--- src/hw/rtl/sps_pkg.sv ---
// sps_pkg: shared constants, status codes and controller state type
// for the segmented prime sieve. no dependencies.
`default_nettype none

package sps_pkg;

	localparam int VALUE_BITS_DEF  = 20;
	localparam int BASE_SLOTS_DEF  = 1026;
	localparam int SEGMENT_LEN_DEF = 64;

	localparam int MAX_RESULTS = 18;
	localparam int COUNT_BITS  = 7;
	localparam int STATUS_BITS = 2;
	localparam int FIRST_PRIME = 2;

	localparam logic [STATUS_BITS-1:0] STATUS_PRIME = STATUS_BITS'(0);
	localparam logic [STATUS_BITS-1:0] STATUS_NONE  = STATUS_BITS'(1);
	localparam logic [STATUS_BITS-1:0] STATUS_BAD   = STATUS_BITS'(2);

	typedef enum logic [3:0] {
		S_INIT,
		S_IDLE,
		S_BAD,
		S_ROOT,
		S_SCAN_RD,
		S_SCAN_CHK,
		S_CROSS,
		S_LOW,
		S_SEGX,
		S_SEG_RD,
		S_SEG_CHK,
		S_FIN
	} state_t;

endpackage

`default_nettype wire

--- src/hw/rtl/sps_isqrt.sv ---
// sps_isqrt: iterative integer square root, one result bit per cycle.
// depends on sps_pkg for the default value width.
`default_nettype none

module sps_isqrt #(
	parameter int VALUE_BITS = sps_pkg::VALUE_BITS_DEF
) (
	input  wire                           clk,
	input  wire                           arst_n,
	input  wire                           start,
	input  wire  [VALUE_BITS-1:0]         value,
	output logic                          busy,
	output logic [(VALUE_BITS+1)/2-1:0]   root
);

	localparam int RB = (VALUE_BITS + 1) / 2;
	localparam int OW = 2 * RB;

	logic [OW-1:0] op_q;
	logic [OW-1:0] res_q;
	logic [OW-1:0] one_q;
	logic [OW-1:0] sum;

	assign sum  = res_q + one_q;
	assign busy = |one_q;
	assign root = res_q[RB-1:0];

	always_ff @(posedge clk or negedge arst_n) begin
		if (!arst_n) begin
			one_q <= '0;
		end else if (start) begin
			one_q <= OW'(1) << (OW - 2);
		end else if (busy) begin
			one_q <= one_q >> 2;
		end
	end

	always_ff @(posedge clk) begin
		if (start) begin
			op_q  <= OW'(value);
			res_q <= '0;
		end else if (busy) begin
			if (op_q >= sum) begin
				op_q  <= op_q - sum;
				res_q <= (res_q >> 1) + one_q;
			end else begin
				res_q <= res_q >> 1;
			end
		end
	end

endmodule

`default_nettype wire

--- src/hw/rtl/sps_rem.sv ---
// sps_rem: iterative remainder unit, restoring, two dividend bits per cycle.
// depends on sps_pkg for default widths.
`default_nettype none

module sps_rem #(
	parameter int VALUE_BITS = sps_pkg::VALUE_BITS_DEF,
	parameter int DIV_BITS   = $clog2(sps_pkg::BASE_SLOTS_DEF)
) (
	input  wire                   clk,
	input  wire                   arst_n,
	input  wire                   start,
	input  wire  [VALUE_BITS-1:0] dividend,
	input  wire  [DIV_BITS-1:0]   divisor,
	output logic                  busy,
	output logic [DIV_BITS-1:0]   rem
);

	localparam int STEPS = (VALUE_BITS + 1) / 2;
	localparam int PW    = 2 * STEPS;
	localparam int CW    = $clog2(STEPS + 1);

	logic [CW-1:0]       cnt_q;
	logic [PW-1:0]       dvd_q;
	logic [DIV_BITS-1:0] d_q;
	logic [DIV_BITS-1:0] rem_q;
	logic [DIV_BITS:0]   t1;
	logic [DIV_BITS:0]   t2;
	logic [DIV_BITS-1:0] r1;
	logic [DIV_BITS-1:0] r2;

	always_comb begin
		t1 = {rem_q, dvd_q[PW-1]};
		r1 = (t1 >= {1'b0, d_q}) ? DIV_BITS'(t1 - {1'b0, d_q}) : t1[DIV_BITS-1:0];
		t2 = {r1, dvd_q[PW-2]};
		r2 = (t2 >= {1'b0, d_q}) ? DIV_BITS'(t2 - {1'b0, d_q}) : t2[DIV_BITS-1:0];
	end

	assign busy = (cnt_q != '0);
	assign rem  = rem_q;

	always_ff @(posedge clk or negedge arst_n) begin
		if (!arst_n) begin
			cnt_q <= '0;
		end else if (start) begin
			cnt_q <= CW'(STEPS);
		end else if (busy) begin
			cnt_q <= cnt_q - CW'(1);
		end
	end

	always_ff @(posedge clk) begin
		if (start) begin
			dvd_q <= PW'(dividend);
			d_q   <= divisor;
			rem_q <= '0;
		end else if (busy) begin
			dvd_q <= dvd_q << 2;
			rem_q <= r2;
		end
	end

endmodule

`default_nettype wire

--- src/hw/rtl/segmented_prime_sieve.sv ---
// segmented_prime_sieve: top level, controller, base and segment bit memories.
// depends on sps_pkg, sps_isqrt and sps_rem.
//
// channel  dir  handshake                 payload
// range    in   range_valid/range_stall   range_start, range_end
// prime    out  prime_valid/prime_stall   prime_value, prime_count, is_last, status
//
// after reset a clearing pass over every base and segment slot runs; no input is taken.
// a rejected range gives a single bad-status result; otherwise the root is computed, each
// base slot below the limit is read, each base prime runs the remainder unit alongside its
// base writes and then marks its multiples in the segment, then each range number is read
// and the last result is sent.
// a stalled result holds, the scan waits only if a second prime needs it.
`default_nettype none

module segmented_prime_sieve #(
	parameter int VALUE_BITS  = sps_pkg::VALUE_BITS_DEF,
	parameter int BASE_SLOTS  = sps_pkg::BASE_SLOTS_DEF,
	parameter int SEGMENT_LEN = sps_pkg::SEGMENT_LEN_DEF
) (
	input  wire                                clk,
	input  wire                                arst_n,
	input  wire                                range_valid,
	output logic                               range_stall,
	input  wire  [VALUE_BITS-1:0]              range_start,
	input  wire  [VALUE_BITS-1:0]              range_end,
	output logic                               prime_valid,
	input  wire                                prime_stall,
	output logic [VALUE_BITS-1:0]              prime_value,
	output logic [sps_pkg::COUNT_BITS-1:0]     prime_count,
	output logic                               is_last,
	output logic [sps_pkg::STATUS_BITS-1:0]    status
);

	import sps_pkg::*;

	localparam int BASE_BITS = $clog2(BASE_SLOTS);
	localparam int LIM_BITS  = $clog2(BASE_SLOTS + 1);
	localparam int SEG_BITS  = $clog2(SEGMENT_LEN);
	localparam int ROOT_BITS = (VALUE_BITS + 1) / 2;
	localparam int RE_BITS   = ROOT_BITS + 2;
	localparam int SQ_BITS   = 2 * BASE_BITS;
	localparam int CLR_DEPTH = (BASE_SLOTS > SEGMENT_LEN) ? BASE_SLOTS : SEGMENT_LEN;
	localparam int CLR_BITS  = $clog2(CLR_DEPTH);
	localparam int LOW_BITS  = ((VALUE_BITS > BASE_BITS) ? VALUE_BITS : BASE_BITS + 1) + 1;
	localparam int DW        = ((VALUE_BITS > 13) ? VALUE_BITS : 13) + 1;

	state_t state_q;
	state_t state_d;

	logic [CLR_BITS-1:0]   clr_q;
	logic [VALUE_BITS-1:0] start_q;
	logic [SEG_BITS-1:0]   span_q;
	logic [LIM_BITS-1:0]   limit_q;
	logic [LIM_BITS-1:0]   i_q;
	logic [SQ_BITS-1:0]    j_q;
	logic [LOW_BITS-1:0]   sj_q;
	logic [SEG_BITS-1:0]   idx_q;
	logic [COUNT_BITS-1:0] n_q;
	logic                  pend_v_q;
	logic [VALUE_BITS-1:0] pend_q;

	logic                   prime_valid_q;
	logic [VALUE_BITS-1:0]  prime_value_q;
	logic [COUNT_BITS-1:0]  prime_count_q;
	logic                   is_last_q;
	logic [STATUS_BITS-1:0] status_q;

	logic base_mem [BASE_SLOTS];
	logic seg_mem [SEGMENT_LEN];
	logic base_rdata_q;
	logic seg_rdata_q;

	logic                 base_re;
	logic [BASE_BITS-1:0] base_raddr;
	logic                 base_we;
	logic [BASE_BITS-1:0] base_waddr;
	logic                 base_wdata;
	logic                 seg_re;
	logic [SEG_BITS-1:0]  seg_raddr;
	logic                 seg_we;
	logic [SEG_BITS-1:0]  seg_waddr;
	logic                 seg_wdata;

	logic                   root_start;
	logic                   root_busy;
	logic [ROOT_BITS-1:0]   root;
	logic                   rem_start;
	logic                   rem_busy;
	logic [BASE_BITS-1:0]   rem;

	logic                   out_ld;
	logic [VALUE_BITS-1:0]  out_value;
	logic [COUNT_BITS-1:0]  out_count;
	logic                   out_last;
	logic [STATUS_BITS-1:0] out_status;

	logic [VALUE_BITS-1:0] diff;
	logic                  bad;
	logic                  accept;
	logic                  out_free;
	logic [RE_BITS-1:0]    root_ext;
	logic [LIM_BITS-1:0]   limit_d;
	logic [LIM_BITS-1:0]   i_next;
	logic                  more_i;
	logic [BASE_BITS-1:0]  iw;
	logic [SQ_BITS-1:0]    sq;
	logic                  base_done;
	logic [BASE_BITS-1:0]  off;
	logic [LOW_BITS-1:0]   first;
	logic [LOW_BITS-1:0]   twoi;
	logic [LOW_BITS-1:0]   sj_d;
	logic                  seg_go;
	logic [VALUE_BITS-1:0] seg_val;
	logic                  cand;
	logic                  hold;
	logic                  seg_last;

	sps_isqrt #(
		.VALUE_BITS(VALUE_BITS)
	) u_isqrt (
		.clk   (clk),
		.arst_n(arst_n),
		.start (root_start),
		.value (range_end),
		.busy  (root_busy),
		.root  (root)
	);

	sps_rem #(
		.VALUE_BITS(VALUE_BITS),
		.DIV_BITS  (BASE_BITS)
	) u_rem (
		.clk     (clk),
		.arst_n  (arst_n),
		.start   (rem_start),
		.dividend(start_q),
		.divisor (iw),
		.busy    (rem_busy),
		.rem     (rem)
	);

	// arithmetic shared by the controller
	always_comb begin
		diff     = range_end - range_start;
		bad      = (range_start > range_end) || (DW'(diff) >= DW'(SEGMENT_LEN));
		accept   = range_valid && (state_q == S_IDLE);
		out_free = !prime_valid_q || !prime_stall;

		root_ext = RE_BITS'(root) + RE_BITS'(2);
		limit_d  = (int'(root_ext) > BASE_SLOTS) ? LIM_BITS'(BASE_SLOTS) : LIM_BITS'(root_ext);

		i_next    = i_q + LIM_BITS'(1);
		more_i    = (i_next < limit_q);
		iw        = i_q[BASE_BITS-1:0];
		sq        = SQ_BITS'(iw) * SQ_BITS'(iw);
		base_done = (j_q >= SQ_BITS'(limit_q));

		off   = (rem == '0) ? '0 : iw - rem;
		first = LOW_BITS'(start_q) + LOW_BITS'(off);
		twoi  = LOW_BITS'(iw) << 1;
		sj_d  = (twoi > first) ? twoi - LOW_BITS'(start_q) : LOW_BITS'(off);

		seg_go   = (sj_q <= LOW_BITS'(span_q));
		seg_val  = start_q + VALUE_BITS'(idx_q);
		cand     = !seg_rdata_q && (seg_val >= VALUE_BITS'(FIRST_PRIME)) &&
		           (n_q < COUNT_BITS'(MAX_RESULTS));
		hold     = cand && pend_v_q && !out_free;
		seg_last = (idx_q == span_q);
	end

	// next state
	always_comb begin
		state_d = state_q;
		unique case (state_q)
			S_INIT: begin
				if (clr_q == CLR_BITS'(CLR_DEPTH - 1)) state_d = S_IDLE;
			end
			S_IDLE: begin
				if (range_valid) state_d = bad ? S_BAD : S_ROOT;
			end
			S_BAD: begin
				if (out_free) state_d = S_IDLE;
			end
			S_ROOT: begin
				if (!root_busy) state_d = S_SCAN_RD;
			end
			S_SCAN_RD: begin
				state_d = (i_q < limit_q) ? S_SCAN_CHK : S_SEG_RD;
			end
			S_SCAN_CHK: begin
				if (!base_rdata_q) state_d = S_CROSS;
				else if (!more_i) state_d = S_SEG_RD;
			end
			S_CROSS: begin
				if (base_done && !rem_busy) state_d = S_LOW;
			end
			S_LOW: begin
				state_d = S_SEGX;
			end
			S_SEGX: begin
				if (!seg_go) state_d = S_SCAN_RD;
			end
			S_SEG_RD: begin
				state_d = S_SEG_CHK;
			end
			S_SEG_CHK: begin
				if (!hold) state_d = seg_last ? S_FIN : S_SEG_RD;
			end
			S_FIN: begin
				if (out_free) state_d = S_IDLE;
			end
			default: begin
				state_d = S_INIT;
			end
		endcase
	end

	// memory strobes, unit starts and result loads
	always_comb begin
		range_stall = (state_q != S_IDLE);
		base_re     = 1'b0;
		base_raddr  = iw;
		base_we     = 1'b0;
		base_waddr  = iw;
		base_wdata  = 1'b0;
		seg_re      = 1'b0;
		seg_raddr   = idx_q;
		seg_we      = 1'b0;
		seg_waddr   = idx_q;
		seg_wdata   = 1'b0;
		root_start  = 1'b0;
		rem_start   = 1'b0;
		out_ld      = 1'b0;
		out_value   = '0;
		out_count   = '0;
		out_last    = 1'b0;
		out_status  = STATUS_PRIME;
		unique case (state_q)
			S_INIT: begin
				base_we    = (clr_q <= CLR_BITS'(BASE_SLOTS - 1));
				base_waddr = clr_q[BASE_BITS-1:0];
				seg_we     = (clr_q <= CLR_BITS'(SEGMENT_LEN - 1));
				seg_waddr  = clr_q[SEG_BITS-1:0];
			end
			S_IDLE: begin
				root_start = range_valid && !bad;
			end
			S_BAD: begin
				out_ld     = out_free;
				out_last   = 1'b1;
				out_status = STATUS_BAD;
			end
			S_SCAN_RD: begin
				base_re = (i_q < limit_q);
			end
			S_SCAN_CHK: begin
				// entry is consumed, clear it for the next transaction
				base_we = 1'b1;
				if (base_rdata_q) begin
					base_re    = more_i;
					base_raddr = i_next[BASE_BITS-1:0];
				end else begin
					rem_start = 1'b1;
				end
			end
			S_CROSS: begin
				base_we    = !base_done;
				base_waddr = j_q[BASE_BITS-1:0];
				base_wdata = 1'b1;
			end
			S_SEGX: begin
				seg_we    = seg_go;
				seg_waddr = SEG_BITS'(sj_q);
				seg_wdata = 1'b1;
			end
			S_SEG_RD: begin
				seg_re = 1'b1;
			end
			S_SEG_CHK: begin
				seg_we    = 1'b1;
				out_ld    = cand && pend_v_q && out_free;
				out_value = pend_q;
				out_count = n_q;
			end
			S_FIN: begin
				out_ld   = out_free;
				out_last = 1'b1;
				if (pend_v_q) begin
					out_value  = pend_q;
					out_count  = n_q;
					out_status = STATUS_PRIME;
				end else begin
					out_status = STATUS_NONE;
				end
			end
			default: begin
			end
		endcase
	end

	// control registers
	always_ff @(posedge clk or negedge arst_n) begin
		if (!arst_n) begin
			state_q       <= S_INIT;
			clr_q         <= '0;
			prime_valid_q <= 1'b0;
			pend_v_q      <= 1'b0;
			n_q           <= '0;
		end else begin
			state_q <= state_d;
			if (state_q == S_INIT) clr_q <= clr_q + CLR_BITS'(1);
			if (out_ld) prime_valid_q <= 1'b1;
			else if (!prime_stall) prime_valid_q <= 1'b0;
			if (accept) begin
				pend_v_q <= 1'b0;
				n_q      <= '0;
			end else if (state_q == S_SEG_CHK && !hold && cand) begin
				pend_v_q <= 1'b1;
				n_q      <= n_q + COUNT_BITS'(1);
			end
		end
	end

	// datapath registers
	always_ff @(posedge clk) begin
		if (accept) begin
			start_q <= range_start;
			span_q  <= SEG_BITS'(diff);
			idx_q   <= '0;
		end
		if (state_q == S_ROOT && !root_busy) begin
			limit_q <= limit_d;
			i_q     <= LIM_BITS'(FIRST_PRIME);
		end
		if (state_q == S_SCAN_CHK) begin
			if (base_rdata_q) begin
				if (more_i) i_q <= i_next;
			end else begin
				j_q <= sq;
			end
		end
		if (state_q == S_CROSS && !base_done) j_q <= j_q + SQ_BITS'(iw);
		if (state_q == S_LOW) sj_q <= sj_d;
		if (state_q == S_SEGX) begin
			if (seg_go) sj_q <= sj_q + LOW_BITS'(iw);
			else i_q <= i_next;
		end
		if (state_q == S_SEG_CHK && !hold) begin
			if (cand) pend_q <= seg_val;
			if (!seg_last) idx_q <= idx_q + SEG_BITS'(1);
		end
		if (out_ld) begin
			prime_value_q <= out_value;
			prime_count_q <= out_count;
			is_last_q     <= out_last;
			status_q      <= out_status;
		end
	end

	// base sieve bits
	always_ff @(posedge clk) begin
		if (base_we) base_mem[base_waddr] <= base_wdata;
		if (base_re) base_rdata_q <= base_mem[base_raddr];
	end

	// segment crossed-off bits
	always_ff @(posedge clk) begin
		if (seg_we) seg_mem[seg_waddr] <= seg_wdata;
		if (seg_re) seg_rdata_q <= seg_mem[seg_raddr];
	end

	assign prime_valid = prime_valid_q;
	assign prime_value = prime_value_q;
	assign prime_count = prime_count_q;
	assign is_last     = is_last_q;
	assign status      = status_q;

endmodule

`default_nettype wire
--- config.mk ---
export PLATFORM = sky130hd
export DESIGN_NAME = segmented_prime_sieve
export DESIGN_NICKNAME = d
export VERILOG_FILES = /design/src/hw/rtl/sps_pkg.sv /design/src/hw/rtl/sps_isqrt.sv /design/src/hw/rtl/sps_rem.sv /design/src/hw/rtl/segmented_prime_sieve.sv
export SDC_FILE = /design/constraint.sdc
export NUM_CORES = 2
export LEC_CHECK = 0
export ABC_AREA = 1
export BUFFER_PORTS_ARGS = -buffer_cell sky130_fd_sc_hd__buf_2
export CAP_MARGIN = 40
export CORE_AREA = 2 2 384 671
export CTS_CLUSTER_DIAMETER = 150
export DETAILED_ROUTE_END_ITERATION = 10
export DIE_AREA = 0 0 386 673
export PLACE_DENSITY = 0.44
export SETUP_SLACK_MARGIN = 0.05
export SLEW_MARGIN = 20
export SYNTH_ARGS = -nofsm -noshare
export SYNTH_HDL_FRONTEND = slang
export SYNTH_HIERARCHICAL = 1
export SYNTH_SLANG_ARGS = --single-unit
--- constraint.sdc ---
create_clock -name clk -period 30.2 [get_ports clk]
set_input_delay 6.04 -clock clk [delete_from_list [all_inputs] [get_ports clk]]
set_output_delay 6.04 -clock clk [all_outputs]
set_load 0.01 [all_outputs]
==> reports/results.ini <==
[grt]
grt_pass1_vias = 60414
grt_pass1_wl_mm = 399
grt_start_max_net_pins = 139
gr-total-overflow = 0
grt_usage = 0.208
antenna_found_initial = 3

[clocking]
htreeDepth = 4
root_buffer = clkbuf_16
postCtsSetupBuffers = 0
postCtsResizedCells = 0
path_clk_slew_ns = 0.06
worstSkewPairLatency_ns = 0.85
cts_buffer_depth = 4
cts_tree = built
cts_buffers = 149
cts_sinks = 1359
postCtsHoldBufs = 0

[floorplan]
coreArea_sq_mm = 0.254
io_pins = 76
die_width_um = 386
core.rowCount = 245
dieArea_sq_mm = 0.260
die_height_um = 673
initial_core_util = 0.299

[synth]
syn_area_sq_mm = 0.0759
syn_inst = 8717
ys_types = 64
yosysSeqAreaShare = 0.526
yosys_warnings = 6
synthFlopType = edfxtp_1
synth_edf_count = 1252
ys_ff_latch = 1359
synthArstFlopShare = 0.0280
post_synth.cell_area_avg_sq_um = 8.70

[outcome]
status = finished clean

[critical_path]
crit_slowest_cell = a21oi_1
cp-startpoint = range_end[0]
rr_worst_depth = 23
timing.rr.end = j_q[19]
crit_buf_inv = 7
cp-start-kind = input port
critPathTopFamily = buffers and inverters
critPathMaxStageDelay_ns = 0.42
required_ns = 30.69
cp_max_fo = 37
critPathCaptureType = flop
ff2ff_setup_slack_ns = 23.59
cp_common_cell = buf_4
path_class = in -> reg
crit_chain = buf_2 -> inv_1 -> ha_1 -> fa_1 -> inv_1 -> nand3_1 -> nand3_1 -> a21oi_1 -> o21ai_0 -> xor2_1 -> a211oi_1 -> nand4_1 -> nor2_1 -> nand4_1 -> nor2_1 -> nand3b_1 -> nor2_2 -> buf_4 -> clkinv_1 -> buf_4 -> o21ai_1 -> buf_4
cp_data_arrival_time_ns = 10.01
r2r-start = i_q[2]

[sta]
slew_viol_final = 0
hold_viol = 0
fin_tns_setup_ns = 0
tightest_slew_ns = 0.964
max_slew_margin = 0.355
finalSetupViolations = 0
fin_skew_ns = 0.0794
fmax_mhz = 105
fin_crit_ns = 9.52
min_period_over_period = 0.315
rsz0062_at_grt = no

[cells_and_area]
multi_input_area_sq_mm = 0.0300
final_cells = 12061
layout_common_cells = nand2_1 (1795), nor2_1 (1435), edfxtp_1 (1252)
n_fill_cell = 26459
post-route-cell-area_sq_mm = 0.0848
layout_commonest_cell = nand2_1
drive_gt1_frac = 0.0681
area_growth_pct = 11.8
seqCellArea_sq_mm = 0.0399
nNetsFinal = 8984
final_util = 0.334

[route]
ant_nets = 0
drt-total-wl_mm = 273
drt_iter0_drc = 3998
drt_pass1_iterations = 6
viasPerCell = 4.97
wl_per_cell_um = 22.7
drc = 0
num_vias = 59950

[place]
placed_cell_area_sq_mm = 0.0801
place.gp.congestion = 0.906
io_buffers = 75
dp_cells = 11787
dp_hpwl_mm = 173

[worst_hold_path]
min_from = sj_q[20]
holdPathStages = 2
hp-class = reg -> reg
min_to = sj_q[20]

[pwr]
p_per_area_mw_per_mm2 = 45.4
ir_drop_mv = 0.0416
p_leak_nw = 32.4

[run]
maxCapViolCount = 0

## flip-flops by register name, indices dropped and copies added, names as in the netlist, 20 cells and up
| register | cells |
|---|---|
| u_rem/dvd_q | 20 |
| sj_q | 21 |
| pend_q | 20 |
| prime_value | 20 |
| j_q | 22 |
| seg_mem | 64 |
| base_mem | 1026 |
| u_isqrt/op_q | 20 |
| start_q | 20 |
| u_isqrt/res_q | 20 |
## report_power, final
group	internal (W)	total, W	switching [W]
Sequential	0.00202	0.00202	0.000000494
Combinational	0.0000124	0.0000383	0.0000258
Clock	0.000997	0.00179	0.000795
## layout make-up
type | instances | share of cell area
clock buffers | 200 | 0.0469
diodes | 3 | 0.0000885
clock inverters | 61 | 0.00642
inverters | 1054 | 0.0469
multi-input cells | 5798 | 0.354
well taps | 3334 | 0.0492
repair buffers | 252 | 0.0263
flip-flops and latches | 1359 | 0.471
## cell usage after synthesis, drive strengths merged, types with 14 or more instances
| cell type | n | share of area |
|---|---|---|
| xor2 | 99 | 0.011 |
| nand2 | 1852 | 0.093 |
| xnor2 | 57 | 0.0066 |
| a21oi | 287 | 0.019 |
| o211ai | 108 | 0.011 |
| nor2 | 1455 | 0.073 |
| dfrtp | 38 | 0.013 |
| clkbuf | 248 | 0.012 |
| edfxtp | 1252 | 0.50 |
| fa | 74 | 0.020 |
| o21ai | 313 | 0.021 |
| nor3 | 43 | 0.0031 |
| o22ai | 23 | 0.0019 |
| nand3 | 917 | 0.061 |
| or2 | 24 | 0.0020 |
| inv | 1047 | 0.052 |
| nor4 | 14 | 0.0012 |
| nand3b | 133 | 0.013 |
| dfxtp | 69 | 0.018 |
| nand4 | 46 | 0.0039 |
| ha | 252 | 0.042 |
| buf | 259 | 0.018 |
## layer usage
layer | wire (um) | global-route usage | part of all wire | vias to the layer above
met4 | 14500 | 0.101 | 0.053 | 4
met1 | 99500 | 0.222 | 0.36 | 29533
met5 | 24 | 0 | 0.000088 | -
li1 | - | - | - | 28440
met3 | 10100 | 0.0204 | 0.037 | 567
met2 | 149000 | 0.400 | 0.55 | 1406
## worst register-to-register path: stages (launching register included)
cell	delay, ns
dfxtp_1	0.86
buf_4	0.35
nand2_1	0.12
fa_1	0.52
inv_1	0.05
fa_1	0.52
fa_1	0.53
fa_1	0.56
fa_1	0.57
ha_1	0.38
nand2_1	0.16
nor2_1	0.07
a211oi_1	0.25
o21ai_0	0.25
nand2_1	0.20
nand2_1	0.10
a21boi_0	0.27
nor2_1	0.10
nor2_1	0.13
nor2_1	0.06
nor2_1	0.13
xor2_1	0.09
nand2_1	0.06
inv_1	0.05
## metrics by stage
stage                     setup WS, ns  hold slack, ns  total power, W
after global placement           19.63           0.446         0.00210
after floorplan                  20.47           0.427         0.00209
final                            20.68           0.462         0.00385
after detailed placement         19.74           0.451         0.00210
after global routing             20.17           0.477         0.00396
after CTS                        20.61           0.461         0.00390
## cell families after synthesis
logic type | count (synthesis) | synth area share
AO/OA/AOI/OAI | 820 | 0.0617
other | 1 | 0.0000494
AND/OR/NAND/NOR | 4494 | 0.251
adder cells (fa/ha/maj) | 326 | 0.0611
XOR/XNOR | 156 | 0.0180
buffers and inverters | 1561 | 0.0823
flip-flops | 1359 | 0.526
## worst max path at each step
stage | to | cells past startpoint
after floorplan | u_isqrt/op_q[0] | 20
after global placement | u_isqrt/res_q[17] | 23
after detailed placement | u_isqrt/res_q[10] | 23
after CTS | u_isqrt/op_q[18] | 22
after global routing | u_isqrt/res_q[12] | 23
final | u_isqrt/op_q[8] | 22
No activity file was read; power rests on OpenSTA's default activity.
